File: src/hw/rtl/assert_macros.svh
// Assertion macros used by the RTL of the post request match table.
// Depends on nothing; the bodies are empty when SYNTHESIS is defined.
`ifndef ASSERT_MACROS_SVH
`define ASSERT_MACROS_SVH

`ifndef SYNTHESIS

`define ASSERT_IMPLY(label, clk, rst, ante, cons) \
  label: assert property (@(posedge clk) disable iff (rst) (ante) |-> (cons)) \
    else $error("assertion failed");

`define ASSERT_NEXT(label, clk, rst, ante, cons) \
  label: assert property (@(posedge clk) disable iff (rst) (ante) |=> (cons)) \
    else $error("assertion failed");

`else

`define ASSERT_IMPLY(label, clk, rst, ante, cons)

`define ASSERT_NEXT(label, clk, rst, ante, cons)

`endif

`endif

File: src/hw/rtl/prmt_pkg.sv
// Types, sizes and helper functions of the post request match table.
// Used by every module of the block; depends on nothing.
package prmt_pkg;

  localparam int DEPTH = 16;
  localparam int KEY_BITS = 16;
  localparam int TAG_BITS = 16;
  localparam int IN_KEY_W = 16;
  localparam int IN_TAG_W = 16;
  localparam int OUT_CNT_W = 5;
  localparam int CNT_W = $clog2(DEPTH + 1);

  typedef logic [KEY_BITS-1:0] key_t;
  typedef logic [TAG_BITS-1:0] tag_t;
  typedef logic [CNT_W-1:0] cnt_t;

  typedef enum logic [1:0] {
    KIND_ADD      = 2'd0,
    KIND_NODE_TAG = 2'd1,
    KIND_NODE     = 2'd2,
    KIND_ANY      = 2'd3
  } kind_t;

  typedef enum logic [1:0] {
    STATUS_DONE = 2'd0,
    STATUS_FULL = 2'd1,
    STATUS_MISS = 2'd2
  } status_t;

  typedef struct packed {
    kind_t                kind;
    logic [IN_KEY_W-1:0]  node_key;
    logic [IN_TAG_W-1:0]  tag;
  } req_t;

  typedef struct packed {
    status_t               status;
    logic [OUT_CNT_W-1:0]  entry_count;
  } result_t;

  typedef struct packed {
    logic cmp_en;
    logic chk_tag;
    logic add_en;
  } cell_ctl_t;

  function automatic key_t fit_key(logic [IN_KEY_W-1:0] k);
    logic [KEY_BITS+IN_KEY_W-1:0] w;
    w = {{KEY_BITS{1'b0}}, k};
    return w[KEY_BITS-1:0];
  endfunction

  function automatic tag_t fit_tag(logic [IN_TAG_W-1:0] t);
    logic [TAG_BITS+IN_TAG_W-1:0] w;
    w = {{TAG_BITS{1'b0}}, t};
    return w[TAG_BITS-1:0];
  endfunction

  function automatic logic [OUT_CNT_W-1:0] to_out_count(cnt_t c);
    logic [CNT_W+OUT_CNT_W-1:0] w;
    w = {{OUT_CNT_W{1'b0}}, c};
    return w[OUT_CNT_W-1:0];
  endfunction

endpackage

File: src/hw/rtl/prmt_cell.sv
// One slot of the match table: a stored key and tag, its compare and its shift.
// Depends on prmt_pkg.
module prmt_cell (
  input  logic                clk,
  input  logic                rst,
  input  prmt_pkg::cnt_t      slot,
  input  prmt_pkg::cnt_t      count,
  input  prmt_pkg::cell_ctl_t ctl,
  input  prmt_pkg::key_t      req_key,
  input  prmt_pkg::tag_t      req_tag,
  input  logic                shift_en,
  input  prmt_pkg::key_t      nb_key,
  input  prmt_pkg::tag_t      nb_tag,
  output prmt_pkg::key_t      key,
  output prmt_pkg::tag_t      tag,
  output logic                match
);
  import prmt_pkg::*;

  always_ff @(posedge clk) begin
    if (ctl.add_en && (slot == count)) begin
      key <= req_key;
      tag <= req_tag;
    end else if (shift_en) begin
      key <= nb_key;
      tag <= nb_tag;
    end
  end

  always_ff @(posedge clk) begin
    if (rst) begin
      match <= 1'b0;
    end else if (ctl.cmp_en) begin
      match <= (slot < count) && (key == req_key) && (!ctl.chk_tag || (tag == req_tag));
    end
  end

endmodule

File: src/hw/rtl/prmt_select.sv
// Picks the newest matching slot and forms the shift mask that closes the gap.
// Depends on prmt_pkg.
module prmt_select (
  input  logic [prmt_pkg::DEPTH-1:0] match,
  input  prmt_pkg::cnt_t             count,
  output logic                       hit,
  output logic [prmt_pkg::DEPTH-1:0] shift_en
);
  import prmt_pkg::*;

  assign hit = |match;

  for (genvar i = 0; i < DEPTH; i++) begin : g_mask
    assign shift_en[i] = hit && !(|(match >> (i + 1))) && (CNT_W'(i + 1) < count);
  end

endmodule

File: src/hw/rtl/post_request_match_table_unit.sv
// Post request match table: an ordered row of cells holding node keys and tags,
// oldest entry in the lowest cell. Depends on prmt_pkg, prmt_cell, prmt_select
// and assert_macros.svh.
//
// A request passes the accept cycle, a compare state in which all cells compare
// their entry at once, and an apply state in which an add writes the new entry or
// a node match shifts the table down over the removed entry; done rises in the
// cycle after that and busy falls with it, so requests do not overlap. done is
// high for one cycle only and cannot be held off. Stored entries have no reset;
// the held count clears on reset and decides which cells take part in a compare.
`include "assert_macros.svh"

module post_request_match_table_unit (
  input  logic               clk,
  input  logic               rst,
  input  logic               start,
  output logic               busy,
  input  prmt_pkg::req_t     req,
  output logic               done,
  output prmt_pkg::result_t  result
);
  import prmt_pkg::*;

  typedef enum logic [2:0] {
    ST_IDLE  = 3'b001,
    ST_CMP   = 3'b010,
    ST_APPLY = 3'b100
  } state_t;

  state_t    state;
  state_t    state_next;
  kind_t     kind;
  key_t      req_key;
  tag_t      req_tag;
  cnt_t      count;
  cnt_t      count_next;
  status_t   status_next;
  cell_ctl_t ctl;
  logic      hit;
  logic      is_match_kind;
  logic [DEPTH-1:0] match;
  logic [DEPTH-1:0] shift_mask;
  logic [DEPTH-1:0] shift_en;
  key_t      keys [DEPTH];
  tag_t      tags [DEPTH];

  assign busy = (state != ST_IDLE);
  assign is_match_kind = (kind == KIND_NODE_TAG) || (kind == KIND_NODE);

  always_comb begin
    ctl.cmp_en  = (state == ST_CMP);
    ctl.chk_tag = (kind == KIND_NODE_TAG);
    ctl.add_en  = (state == ST_APPLY) && (kind == KIND_ADD) && (count != CNT_W'(DEPTH));
  end

  assign shift_en = (state == ST_APPLY) && is_match_kind ? shift_mask : '0;

  for (genvar i = 0; i < DEPTH; i++) begin : g_cell
    prmt_cell u_cell (
      .clk      (clk),
      .rst      (rst),
      .slot     (CNT_W'(i)),
      .count    (count),
      .ctl      (ctl),
      .req_key  (req_key),
      .req_tag  (req_tag),
      .shift_en (shift_en[i]),
      .nb_key   ((i + 1 < DEPTH) ? keys[(i + 1) % DEPTH] : key_t'(0)),
      .nb_tag   ((i + 1 < DEPTH) ? tags[(i + 1) % DEPTH] : tag_t'(0)),
      .key      (keys[i]),
      .tag      (tags[i]),
      .match    (match[i])
    );
  end

  prmt_select u_select (
    .match    (match),
    .count    (count),
    .hit      (hit),
    .shift_en (shift_mask)
  );

  always_comb begin
    count_next  = count;
    status_next = STATUS_DONE;
    case (kind)
      KIND_ADD: begin
        if (count == CNT_W'(DEPTH)) begin
          status_next = STATUS_FULL;
        end else begin
          count_next = count + CNT_W'(1);
        end
      end
      KIND_NODE_TAG, KIND_NODE: begin
        if (hit) begin
          count_next = count - CNT_W'(1);
        end else begin
          status_next = STATUS_MISS;
        end
      end
      KIND_ANY: begin
        if (count != '0) begin
          count_next = count - CNT_W'(1);
        end else begin
          status_next = STATUS_MISS;
        end
      end
      default: begin
        status_next = STATUS_MISS;
      end
    endcase
  end

  always_comb begin
    case (state)
      ST_IDLE:  state_next = (start) ? ST_CMP : ST_IDLE;
      ST_CMP:   state_next = ST_APPLY;
      ST_APPLY: state_next = ST_IDLE;
      default:  state_next = ST_IDLE;
    endcase
  end

  always_ff @(posedge clk) begin
    if (rst) begin
      state <= ST_IDLE;
      count <= '0;
      done  <= 1'b0;
    end else begin
      state <= state_next;
      done  <= (state == ST_APPLY);
      if (state == ST_APPLY) begin
        count <= count_next;
      end
    end
  end

  always_ff @(posedge clk) begin
    if (state == ST_IDLE && start) begin
      kind    <= req.kind;
      req_key <= fit_key(req.node_key);
      req_tag <= fit_tag(req.tag);
    end
    if (state == ST_APPLY) begin
      result.status      <= status_next;
      result.entry_count <= to_out_count(count_next);
    end
  end

  `ASSERT_IMPLY(a_count_range, clk, rst, 1'b1, count <= CNT_W'(DEPTH))
  `ASSERT_IMPLY(a_done_latency, clk, rst, done, $past(start && !busy, 3))
  `ASSERT_IMPLY(a_full_count, clk, rst, done && result.status == STATUS_FULL, count == CNT_W'(DEPTH))
  `ASSERT_NEXT(a_accept_busy, clk, rst, start && !busy, busy)

endmodule
File: config.mk
export PLATFORM = sky130hd
export DESIGN_NAME = post_request_match_table_unit
export DESIGN_NICKNAME = d
export VERILOG_FILES = /design/src/hw/rtl/prmt_pkg.sv /design/src/hw/rtl/prmt_cell.sv /design/src/hw/rtl/prmt_select.sv /design/src/hw/rtl/post_request_match_table_unit.sv
export VERILOG_INCLUDE_DIRS = /design/src /design/src/hw/rtl
export SDC_FILE = /design/constraint.sdc
export NUM_CORES = 1
export LEC_CHECK = 0
export BUFFER_PORTS_ARGS = -buffer_cell sky130_fd_sc_hd__clkbuf_2
export CELL_PAD_IN_SITES_DETAIL_PLACEMENT = 0
export CELL_PAD_IN_SITES_GLOBAL_PLACEMENT = 2
export CORE_MARGIN = 8
export CORE_UTILIZATION = 35
export CTS_CLUSTER_SIZE = 30
export DETAILED_ROUTE_END_ITERATION = 7
export HOLD_SLACK_MARGIN = 0.06
export PLACE_DENSITY_LB_ADDON = 0.1
export SLEW_MARGIN = 25
export SYNTH_ARGS = -nofsm -noshare
export SYNTH_HDL_FRONTEND = slang
export SYNTH_SLANG_ARGS = --single-unit
File: constraint.sdc
create_clock -name clk -period 8.12 [get_ports clk]
set_clock_uncertainty 0.15 [all_clocks]
set_input_delay 2.436 -clock clk [delete_from_list [all_inputs] [get_ports clk]]
set_output_delay 2.436 -clock clk [all_outputs]
set_load 0.05 [all_outputs]
==> impl_metrics.json <==
{
  "drv_slew": 0,
  "drt_iter0_markers": 937,
  "cts_hold_buf": 0,
  "routedWlPerCell_um": 23.3,
  "dp_hpwl_um": 53900,
  "ant_nets": 0,
  "synth-edff-count": 553,
  "hold_violations": 0,
  "postSynthAreaPerCell_um2": 14.0,
  "grt_use_total": 0.159,
  "ys.flop_type": "edfxtp_1",
  "use_met1": 0.226,
  "min_from": "g_cell[3].u_cell.match",
  "die_y_um": 312,
  "grt_pass1_vias": 18222,
  "reg2reg_from": "count[2]",
  "num_rows": 108,
  "grt_pass1_wl_um": 120000,
  "endpoint_kind": "output port",
  "grtUsageMet2": 0.254,
  "r2r_end": "g_cell[3].u_cell.tag[4]",
  "setup_ws_ns": 3.81,
  "antenna_found_initial": 3,
  "synth_top_area_frac": 0.541,
  "cts_resized": 0,
  "met3_usage": 0.0220,
  "worstHoldEndpoint": "g_cell[3].u_cell.match",
  "top_usage_layer": "met2",
  "relSlewSlack": 0.203,
  "reg2regPathDepth": 8,
  "min_path_type": "flop to flop",
  "clk_pin_slew_ns": 0.06,
  "crit_path_max_fanout": 4,
  "setup-tns-final_ns": 0,
  "io_buffers": 45,
  "ys_ff_latch": 578,
  "stdcell_count": 3382,
  "die-area_mm2": 0.0974,
  "area_growth_pct": 12.2,
  "place.gp.congestion": 0.754,
  "drt_pre_antenna_iters": 6,
  "r2r_slack_ns": 4.79,
  "post_cts_buffers": 0,
  "nets": 2219,
  "netlist_area_mm2": 0.0307,
  "numCtsBuffers": 72,
  "ir_drop_mv": 0.134,
  "async_flop_share": 0,
  "setup_viol": 0,
  "die-width_um": 312,
  "synth_area_leaders": "edfxtp_1 (54%), mux2_2 (16%), xnor2_1 (12%)",
  "htree_levels": 3,
  "layout_commonest_cell": "edfxtp_1",
  "fp.coreArea_mm2": 0.0869,
  "cts_sinks": 578,
  "start_util": 0.353,
  "syn_nets": 2233,
  "vias": 17050,
  "grt-ovfl-total": 0,
  "dp.cells": 3253,
  "clockBufferDepth": 3,
  "post-route-period-util": 0.531,
  "yosysSeqAreaShare": 0.557,
  "wl_um": 78800,
  "path_class": "flop to output port",
  "status": "completed",
  "via_per_inst": 5.04,
  "power.density_mw_per_mm2": 192,
  "io_pins": 46,
  "grt_setup_unrepaired": "no",
  "drv_cap": 0,
  "dp_slack_ns": 3.61,
  "postLayoutCoreUtil": 0.397,
  "drc": 0,
  "yosysTopAreaCell": "edfxtp_1",
  "arrival_ns": 1.72,
  "power_w": 0.00663,
  "hold-path-cell-count": 2,
  "grt_max_degree": 34,
  "synth_cells": 2187,
  "drive_above_1_share": 0.319,
  "critPathLaunchType": "flop",
  "p_leak_nw": 8.64,
  "tightest_slew_ns": 1.18,
  "cts-root-buf": "clkbuf_16",
  "cts_tree": "built",
  "final_cell_mix": "edfxtp_1 (553), xnor2_1 (436), mux2_2 (435)",
  "clock_latency_ns": 0.61,
  "fmax_mhz": 232,
  "ys_warn_count": 0,
  "fin_crit_ns": 4.31,
  "yosysUniqueCellTypes": 65,
  "required_ns": 5.53
}
state kept, by name (all words and copies together), names as in the netlist:
signal / cells
kind: 2
req_tag: 16
g_cell.u_cell.tag: 256
g_cell.u_cell.key: 256
g_cell.u_cell.match: 16
state: 3
result: 7
count: 5
req_key: 16
done: 1
through the flow:
| stage | cell area (um2) | hold WS [ns] |
|---|---|---|
| after floorplan | 30700 | 0.267 |
| after global placement | 32100 | 0.304 |
| after detailed placement | 32200 | 0.295 |
| after CTS | 34400 | 0.303 |
| after global routing | 34500 | 0.326 |
| final | 34500 | 0.305 |
worst max-delay path by stage:
stage | cells after the start | start | slack, ns | end
finish | 2 | state[1] | 3.81 | busy
CTS | 2 | state[1] | 3.76 | busy
global route | 2 | state[1] | 3.74 | busy
global placement | 5 | rst | 3.79 | g_cell[0].u_cell.match
detailed placement | 7 | rst | 3.61 | g_cell[15].u_cell.match
floorplan | 5 | kind[0] | 2.99 | g_cell[9].u_cell.key[0]
critical path: stages (launching register included):
cell      delay [ns]
dfxtp_1         0.33
or3b_2          0.53
clkbuf_2        0.26
layout make-up:
type / count / area, um2
clock buffers: 96 / 1920
flip-flops and latches: 578 / 17100
repair buffers: 112 / 868
well taps: 1155 / 1450
clock inverters: 31 / 243
diodes: 1 / 2.50
multi-input cells: 1398 / 12800
inverters: 11 / 43.8
fillers: 8137 / 52400
cell families after synthesis:
group | share of synthesized area
DFF | 0.557
xor gates and xnor gates | 0.147
muxes | 0.180
and+or+nand+nor | 0.0583
buffers and inverters | 0.0319
AOI/OAI and AO/OA | 0.0222
adders and majority gates | 0.00367
per-layer routing:
metal	share of wire	vias to the layer above	wire [um]
met2	0.45	229	35700
met1	0.49	8659	38600
li1	-	8045	-
met3	0.029	117	2320
met5	0	-	0
met4	0.026	0	2070
power by group:
part | internal (W) | switching [W] | leakage [nW] | total [W]
combinational | 0.000135 | 0.000256 | 4.09 | 0.000391
sequential | 0.00324 | 0.00000425 | 3.49 | 0.00324
clock | 0.00173 | 0.00127 | 1.06 | 0.00300
cells in the mapped netlist (all sizes together), types with 8 or more instances:
cell and count:
a21oi 13, a22o 8, and2 36, buf 102, clkbuf 98, dfxtp 25
edfxtp 553, ha 9, inv 11, mux2 481, nand2 41, nand3 14
nand4 117, nor2 19, nor3 20, nor4 32, o21ai 19, o41ai 17
xnor2 436, xor2 78
No activity file was read; power rests on OpenSTA's default activity.
